File: src/sv/cfs_pkg.sv
// Shared types and constants for the cuckoo fingerprint set.
// Used by cfs_ctrl, cfs_dp and cuckoo_fingerprint_set_unit; depends on nothing.
`default_nettype none

package cfs_pkg;

  localparam int FP_W = 64;
  localparam int COUNT_W = 13;
  localparam int OUTCOME_W = 3;
  localparam int CFG_IDX_W = 2;
  localparam int CFG_DATA_W = 7;
  localparam int LB_CFG_W = 4;
  localparam int NS_CFG_W = 3;
  localparam int MK_CFG_W = 7;
  localparam int STASH_DEPTH = 2;

  localparam int LOG_BUCKETS_MAX_DEF = 10;
  localparam int SLOTS_MAX_DEF = 4;

  localparam logic [LB_CFG_W-1:0] LB_RESET = 4'd10;
  localparam logic [NS_CFG_W-1:0] NS_RESET = 3'd2;
  localparam logic [MK_CFG_W-1:0] MK_RESET = 7'd20;
  localparam logic [LB_CFG_W-1:0] LB_MIN = 4'd4;
  localparam logic [NS_CFG_W-1:0] NS_MIN = 3'd2;
  localparam logic [MK_CFG_W-1:0] MK_MAX = 7'd64;

  localparam logic [CFG_IDX_W-1:0] REG_LOG_BUCKETS = 2'd0;
  localparam logic [CFG_IDX_W-1:0] REG_SLOTS = 2'd1;
  localparam logic [CFG_IDX_W-1:0] REG_MAX_KICKS = 2'd2;

  localparam logic ACT_LOOKUP = 1'b0;
  localparam logic ACT_INSERT = 1'b1;

  localparam logic [OUTCOME_W-1:0] OUT_LOOKUP = 3'd0;
  localparam logic [OUTCOME_W-1:0] OUT_PRESENT = 3'd1;
  localparam logic [OUTCOME_W-1:0] OUT_STORED = 3'd2;
  localparam logic [OUTCOME_W-1:0] OUT_STASHED = 3'd3;
  localparam logic [OUTCOME_W-1:0] OUT_FAILED = 3'd4;

  typedef struct packed {
    logic            action;
    logic [FP_W-1:0] fingerprint;
  } cfs_in_t;

  typedef struct packed {
    logic                 present;
    logic [OUTCOME_W-1:0] outcome;
    logic [FP_W-1:0]      dropped_fingerprint;
    logic [COUNT_W-1:0]   table_count;
  } cfs_out_t;

  typedef enum logic [3:0] {
    ST_CLEAR, ST_IDLE, ST_RD_A, ST_RD_B, ST_CAP, ST_EVAL,
    ST_KICK, ST_KRD, ST_KCAP, ST_KTRY, ST_RESP
  } cfs_state_t;

  typedef struct packed {
    logic clr_wr;
    logic accept;
    logic rd_a;
    logic rd_b;
    logic cap_b;
    logic eval;
    logic kick;
    logic krd;
    logic kcap;
    logic ktry;
    logic load_out;
  } cfs_cmd_t;

  typedef struct packed {
    logic clr_last;
    logic is_insert;
    logic found;
    logic has_free;
    logic walk_free;
    logic last_step;
    logic out_free;
  } cfs_sts_t;

endpackage

`default_nettype wire

File: src/sv/cfs_ctrl.sv
// Controller state machine of the cuckoo fingerprint set.
// Depends on cfs_pkg; drives the cfs_dp command strobes.
`default_nettype none

module cfs_ctrl (
  input  wire logic              clk,
  input  wire logic              rst_n,
  input  wire logic              in_valid,
  output logic                   in_stall,
  input  wire cfs_pkg::cfs_sts_t sts,
  output cfs_pkg::cfs_cmd_t      cmd
);
  import cfs_pkg::*;

  cfs_state_t state_r, state_nxt;

  always_ff @(posedge clk) begin
    if (!rst_n) begin
      state_r <= ST_CLEAR;
    end else begin
      state_r <= state_nxt;
    end
  end

  always_comb begin
    state_nxt = state_r;
    case (state_r)
      ST_CLEAR: if (sts.clr_last) state_nxt = ST_IDLE;
      ST_IDLE:  if (in_valid) state_nxt = ST_RD_A;
      ST_RD_A:  state_nxt = ST_RD_B;
      ST_RD_B:  state_nxt = ST_CAP;
      ST_CAP:   state_nxt = ST_EVAL;
      ST_EVAL: begin
        if (!sts.is_insert || sts.found || sts.has_free) state_nxt = ST_RESP;
        else state_nxt = ST_KICK;
      end
      ST_KICK:  state_nxt = ST_KRD;
      ST_KRD:   state_nxt = ST_KCAP;
      ST_KCAP:  state_nxt = ST_KTRY;
      ST_KTRY: begin
        if (sts.walk_free || sts.last_step) state_nxt = ST_RESP;
        else state_nxt = ST_KICK;
      end
      ST_RESP:  if (sts.out_free) state_nxt = ST_IDLE;
      default:  state_nxt = ST_CLEAR;
    endcase
  end

  always_comb begin
    cmd = '0;
    in_stall = 1'b1;
    case (state_r)
      ST_CLEAR: cmd.clr_wr = 1'b1;
      ST_IDLE: begin
        in_stall = 1'b0;
        cmd.accept = in_valid;
      end
      ST_RD_A:  cmd.rd_a = 1'b1;
      ST_RD_B:  cmd.rd_b = 1'b1;
      ST_CAP:   cmd.cap_b = 1'b1;
      ST_EVAL:  cmd.eval = 1'b1;
      ST_KICK:  cmd.kick = 1'b1;
      ST_KRD:   cmd.krd = 1'b1;
      ST_KCAP:  cmd.kcap = 1'b1;
      ST_KTRY:  cmd.ktry = 1'b1;
      ST_RESP:  cmd.load_out = sts.out_free;
      default:  cmd = '0;
    endcase
  end

  a_one_step: assert property (@(posedge clk) disable iff (!rst_n)
    $onehot0(cmd)) else $error("more than one command strobe");
  a_accept_stalls: assert property (@(posedge clk) disable iff (!rst_n)
    cmd.accept |=> in_stall) else $error("accepted while busy");
  a_walk_ends: assert property (@(posedge clk) disable iff (!rst_n)
    cmd.ktry && sts.last_step |=> state_r == ST_RESP)
    else $error("walk ran past its limit");

endmodule

`default_nettype wire

File: config.mk
export PLATFORM = sky130hd
export DESIGN_NAME = cfs_ctrl
export DESIGN_NICKNAME = d
export VERILOG_FILES = /design/src/sv/cfs_pkg.sv /design/src/sv/cfs_ctrl.sv
export SDC_FILE = /design/constraint.sdc
export NUM_CORES = 1
export LEC_CHECK = 0
export BUFFER_PORTS_ARGS = -buffer_cell sky130_fd_sc_hd__clkbuf_2
export CELL_PAD_IN_SITES_DETAIL_PLACEMENT = 0
export CELL_PAD_IN_SITES_GLOBAL_PLACEMENT = 1
export CORE_AREA = 2 2 39 41
export DETAILED_ROUTE_END_ITERATION = 16
export DIE_AREA = 0 0 41 43
export GPL_ROUTABILITY_DRIVEN = 0
export PLACE_DENSITY = 0.83
export SYNTH_ARGS = -nofsm -noshare
export SYNTH_HDL_FRONTEND = slang
export SYNTH_SLANG_ARGS = --single-unit
File: constraint.sdc
create_clock -name clk -period 3.5 [get_ports clk]
set_clock_uncertainty 0.15 [all_clocks]
set_input_delay 0.525 -clock clk [delete_from_list [all_inputs] [get_ports clk]]
set_output_delay 0.525 -clock clk [all_outputs]
set_load 0.05 [all_outputs]
==> results.toml, run 1 <==
[worst_setup_path]
r2r_cells = 3
cp-end-kind = "output pin"
start_kind = "flop"
path_max_fanout = 15
worstPathRequired_ps = 2820
r2r_end = "state_r[3]$_SDFFE_PN0P_"
r2r_start = "state_r[3]$_SDFFE_PN0P_"
crit_type = "flop to output pin"
arrival_ps = 1720
rrSetupSlack_ps = 1940

[cells_and_area]
drive_gt1_share_pct = 42.86
final_nets = 82
areaGrowthSynthToFinish_pct = 30.87
largest_reg_flops = 4
fin_cells = 86
largest_registers = "state_r (4)"
top_register = "state_r"
final_util_pct = 35.26
multi_input_area_um2 = 256.5
diodes = 0
n_fill_cell = 160
area.sequential_um2 = 80.08

[power]
vdd_drop_max_uv = 152.1
p_clk_share_pct = 30.5
leakage_nw = 0.2301
power_switching_w = 0.00007525
powerDensity_nw_per_um2 = 382.1
p_comb_share_pct = 36.7
power.internal_w = 0.0001112
p_seq_share_pct = 32.8
p_sw_share_pct = 40.36

[hold_path]
min_from = "rst_n"
hold-path-endpoint = "state_r[2]$_SDFFE_PN0P_"
hold_path_depth = 2
hp-class = "primary input to flop"

[clocking]
htree_levels = 1
clockBufferDepth = 2
postCtsHoldBufs = 0
cts_tree = "yes"
ctsResizeCount = 0
cts_root_buffer = "clkbuf_4"
numCtsBuffers = 3
path_clk_slew_ps = 40
cts_setup_buffers = 0
clock-sinks = 4
clock_latency_ps = 230

[timing]
maxSlewViolCount = 0
tightestPinTransition_ps = 459.0
grt_setup_unrepaired = "no"
whs_ps = 398.9
hold_violations = 0
setup_violations = 0
final.setup.tns_ps = 0
period_share_pct = 68.34
max_slew_margin_pct = 69.36
fin_crit_ps = 2392
max_freq_mhz = 418.1

[global_route]
grt_pass1_wl_um = 1407
grt-ovfl-total = 0
grt_usage_pct = 11.53
grt_pass1_vias = 350
antenna_found_initial = 0
grt_max_degree = 16

[yosys]
yosys_warnings = 0
syn_area_um2 = 372.9
postSynthCellCount = 50
ys_types = 28
synth_nets = 60
avgSynthCellArea_um2 = 7.457
ys_seq_area_share_pct = 21.48
synth-seq-cells = 4

[route]
via_count = 416
ant_nets = 0
wirelength_um = 918
detail_route.wl_per_cell_um = 10.67
route.detailed.drc = 0
routed_via_density = 4.837
drtIter0Drc = 7
first_pass_iters = 4

[floorplanning]
pin_count = 22
initial_core_util_pct = 26.94
dieHeight_um = 43
rows = 14
core_area_um2 = 1384
die_w_um = 41
die_area_um2 = 1763

[placed_design]
numPortBuffers = 21
dp_hpwl_um = 709.9
dp.cells = 83

[flow_run]
cap_violations = 0

[run_status]
status = "complete, no violations"
[cell usage in the layout (no fill, tap or decap), drive strengths merged]
cell	count
o21a	1
o41a	1
or2b	1
and3	1
o32ai	1
nor3	5
a21boi	1
nand3b	1
nor4	3
o2111a	1
inv	1
nand2	6
o21ai	1
nand2b	1
a21oi	2
nor2b	2
o31a	1
clkbuf	24
nor3b	2
nor2	8
and2	2
dfxtp	4
[how the worst max path moves through the flow]
stage | startpoint | end
after floorplan | state_r[2]$_SDFFE_PN0P_ | cmd[10]
after global placement | state_r[1]$_SDFFE_PN0P_ | cmd[7]
after detailed placement | state_r[1]$_SDFFE_PN0P_ | cmd[7]
after CTS | state_r[1]$_SDFFE_PN0P_ | cmd[7]
after global routing | state_r[1]$_SDFFE_PN0P_ | cmd[7]
final | state_r[1]$_SDFFE_PN0P_ | cmd[7]
[layer usage]
| metal | track usage (%) | share of wire [%] | up-vias |
|---|---|---|---|
| met1 | 16.99 | 49 | 178 |
| li1 | - | - | 219 |
| met4 | 8.000 | 1.5 | 0 |
| met2 | 14.37 | 41 | 17 |
| met3 | 2.094 | 9.0 | 2 |
| met5 | 0 | 0 | - |
[power groups by stage]
stage               sequential, W  combinational (W)   clock, W
CTS                     0.0000611          0.0000686  0.0000597
detailed placement      0.0000617          0.0000684          0
finish                  0.0000612          0.0000684  0.0000569
global route            0.0000623          0.0000735  0.0000615
global placement        0.0000610          0.0000677          0
floorplan               0.0000529          0.0000633          0
[kinds of logic (layout without fill, tap and decap cells)]
logic type             Yosys count  in the layout  synth area share, %
AND/OR/NAND/NOR                 32             32                50.01
AO/OA/AOI/OAI                    9              9                18.79
buffers and inverters            5             25                9.730
flip-flops                       4              4                21.48
[cells in the mapped netlist]
master	number	area [µm²]
o21ai_0	1	5.000
and2_1	1	6.260
nor2_2	1	6.260
nor3b_1	2	15.01
buf_6	2	22.52
or2b_2	1	8.760
o41a_1	1	11.26
dfxtp_1	4	80.08
nor2_1	7	26.28
nand2b_1	1	6.260
nor3_2	1	10.01
nor2b_1	1	6.260
buf_2	2	10.01
o21a_1	1	7.510
and2_0	1	6.260
o32ai_1	1	8.760
inv_1	1	3.750
and3_1	1	6.260
a21oi_1	2	10.01
nand3b_2	1	11.26
a21boi_0	1	7.510
nor2b_4	1	13.76
o31a_1	1	8.760
nor3_1	4	20.02
nand2_1	5	18.77
nor4_1	3	18.77
nand2_2	1	6.260
o2111a_1	1	11.26
[area by class of cell]
| cell class | instances | area share, % |
|---|---|---|
| Sequential cell | 4 | 16.41 |
| Clock buffer | 3 | 4.615 |
| Inverter | 1 | 0.7692 |
| Tap cell | 16 | 4.103 |
| Timing Repair Buffer | 21 | 21.54 |
| Multi-Input combinational cell | 41 | 52.56 |
[per-stage QoR]
stage	worst slack, ps	instance area (µm²)	power [W]
after global placement	1408	465.4	0.0001287
final	1108	488.0	0.0001864
after floorplan	810.2	372.9	0.0001163
after global routing	1012	488.0	0.0001974
after detailed placement	1364	465.4	0.0001301
after CTS	1099	488.0	0.0001894
[worst max-delay path, cell delays in order, from the launching register on]
cell and delay [ps]:
dfxtp_1 590, or2b_2 380, nor3b_1 210, clkbuf_2 310
(Power assumes the default switching activity.)
==> inputs of run 2 (changes only) <==
--- a/config.mk
+++ b/config.mk
@@ -8,11 +8,10 @@
 export BUFFER_PORTS_ARGS = -buffer_cell sky130_fd_sc_hd__clkbuf_2
 export CELL_PAD_IN_SITES_DETAIL_PLACEMENT = 0
 export CELL_PAD_IN_SITES_GLOBAL_PLACEMENT = 1
-export CORE_AREA = 2 2 39 41
+export CORE_UTILIZATION = 24
 export DETAILED_ROUTE_END_ITERATION = 16
-export DIE_AREA = 0 0 41 43
 export GPL_ROUTABILITY_DRIVEN = 0
-export PLACE_DENSITY = 0.83
+export PLACE_DENSITY = 0.76
 export SYNTH_ARGS = -nofsm -noshare
 export SYNTH_HDL_FRONTEND = slang
 export SYNTH_SLANG_ARGS = --single-unit
==> constraint.sdc (replaced) <==
create_clock -name clk -period 2.2 [get_ports clk]
set_clock_uncertainty 0.15 [all_clocks]
set_input_delay 0.33 -clock clk [delete_from_list [all_inputs] [get_ports clk]]
set_output_delay 0.33 -clock clk [all_outputs]
set_load 0.05 [all_outputs]
==> results.toml, run 2 (synthesis results as in run 1) <==
[placed_design]
numPortBuffers = 21
dp.cells = 84
dp_hpwl_um = 731.6

[worst_setup_path]
worstPathRequired_ps = 1720
path_delay_family = "flip-flops"
cp-end-kind = "output pin"
path_cells = "nand2b_1, nor3_1, clkbuf_2"
start_kind = "flop"
slowest_delay_ps = 600
crit_buf_inv = 1
arrival_ps = 1460
r2r_start = "state_r[2]$_SDFFE_PN0P_"
cpMaxStageDelayCell = "dfxtp_1"
rrSetupSlack_ps = 640
path_max_fanout = 11
r2r_cells = 4
crit_type = "flop to output pin"
r2r_end = "state_r[3]$_SDFFE_PN0P_"

[clocking]
path_clk_slew_ps = 30
ctsResizeCount = 0
postCtsHoldBufs = 0
clock-sinks = 4
cts_tree = "yes"
htree_levels = 1
clockBufferDepth = 2
numCtsBuffers = 3
cts_root_buffer = "clkbuf_4"
cts_setup_buffers = 0
clock_latency_ps = 230

[timing]
fin_crit_ps = 1940
period_share_pct = 88.18
maxSlewViolCount = 0
max_slew_margin_pct = 68.91
final.setup.tns_ps = 0
grt_setup_unrepaired = "no"
tightestPinTransition_ps = 465.7
hold_violations = 0
max_freq_mhz = 515.5
setup_violations = 0

[power]
p_comb_share_pct = 40.8
p_seq_share_pct = 30.0
leakage_nw = 0.2466
power.internal_w = 0.0001822
p_sw_share_pct = 39.30
powerDensity_nw_per_um2 = 579.4
p_clk_share_pct = 29.2
vdd_drop_max_uv = 224.6
power_switching_w = 0.0001180

[cells_and_area]
layout_common_cells = "21 x clkbuf_2, 7 x nor2_1, 5 x nand2_1"
final_common_cell = "clkbuf_2"
areaGrowthSynthToFinish_pct = 38.93
fin_cells = 87
top_register = "state_r"
n_fill_cell = 156
largest_reg_flops = 4
final_nets = 84
diodes = 0
largest_registers = "state_r (4)"
drive_gt1_share_pct = 48.61

[global_route]
grt-ovfl-total = 0
grt_usage_pct = 11.82
antenna_found_initial = 0
grt_pass1_vias = 389
grt_pass1_wl_um = 1614
grt_max_degree = 15

[floorplanning]
dieHeight_um = 41.42
rows = 13
initial_core_util_pct = 27.29
die_area_um2 = 1715
die_w_um = 41.42
pin_count = 22
core_area_um2 = 1366

[hold_path]
hold_path_depth = 2
min_from = "rst_n"
hp-class = "primary input to flop"
hold-path-endpoint = "state_r[2]$_SDFFE_PN0P_"

[route]
first_pass_iters = 4
route.detailed.drc = 0
detail_route.wl_per_cell_um = 10.41
drtIter0Drc = 4
wirelength_um = 906
ant_nets = 0
routed_via_density = 4.586
via_count = 399

[run_status]
status = "complete, no violations"

[flow_run]
cap_violations = 0
## run 2: layout make-up
type | count | area, µm² | share of cell area, %
Clock buffer | 3 | 22.52 | 4.348
Inverter | 1 | 3.754 | 0.7246
Multi-Input combinational cell | 41 | 272.8 | 52.66
Sequential cell | 4 | 80.08 | 15.46
Tap cell | 15 | 18.77 | 3.623
Timing Repair Buffer | 23 | 120.1 | 23.19
## run 2: power by group through the flow
| stage | logic [W] | clock network, W | registers (W) |
|---|---|---|---|
| after floorplan | 0.000106 | 0 | 0.0000842 |
| after global placement | 0.000123 | 0 | 0.0000910 |
| after CTS | 0.000123 | 0.0000929 | 0.0000901 |
| final | 0.000122 | 0.0000877 | 0.0000901 |
| after global routing | 0.000132 | 0.0000983 | 0.0000919 |
| after detailed placement | 0.000123 | 0 | 0.0000910 |
## run 2: worst max-delay path by stage
| stage | start | endpoint | slack, ps | depth (start not counted) |
|---|---|---|---|---|
| after floorplan | state_r[2]$_SDFFE_PN0P_ | cmd[6] | 60 | 3 |
| after CTS | state_r[2]$_SDFFE_PN0P_ | cmd[6] | 240 | 3 |
| after detailed placement | state_r[2]$_SDFFE_PN0P_ | cmd[6] | 490 | 3 |
| final | state_r[2]$_SDFFE_PN0P_ | cmd[6] | 260 | 3 |
| after global routing | state_r[2]$_SDFFE_PN0P_ | cmd[6] | 130 | 3 |
| after global placement | state_r[0]$_SDFFE_PN0P_ | cmd[1] | 500 | 4 |
## run 2: metal layers
| layer | track usage [%] | wire length [µm] |
|---|---|---|
| met5 | 0 | 0 |
| met4 | 5.806 | 0 |
| met3 | 3.043 | 63 |
| met2 | 17.19 | 407 |
| met1 | 15.97 | 435 |
## run 2: worst reg2reg max path: cells and delay by family (launching register included)
family	cells	cell delay (ps)
AOI/OAI and AO/OA	1	400
DFF	1	600
and+or+nand+nor	3	290
## run 2: through the flow
step	util (%)	power (W)	hold WS, ps	instance area, µm²	setup WS [ps]
2_1_floorplan	-	0.0001898	301.7	389.1	62.84
5_1_grt	37.91	0.0003227	220.9	518.0	128.9
3_5_place_dp	36.26	0.0002138	448.0	495.5	491.0
3_3_place_gp	36.26	0.0002142	449.2	495.5	504.1
6_report	37.91	0.0003001	211.4	518.0	260.0
4_1_cts	37.91	0.0003063	204.2	518.0	239.9
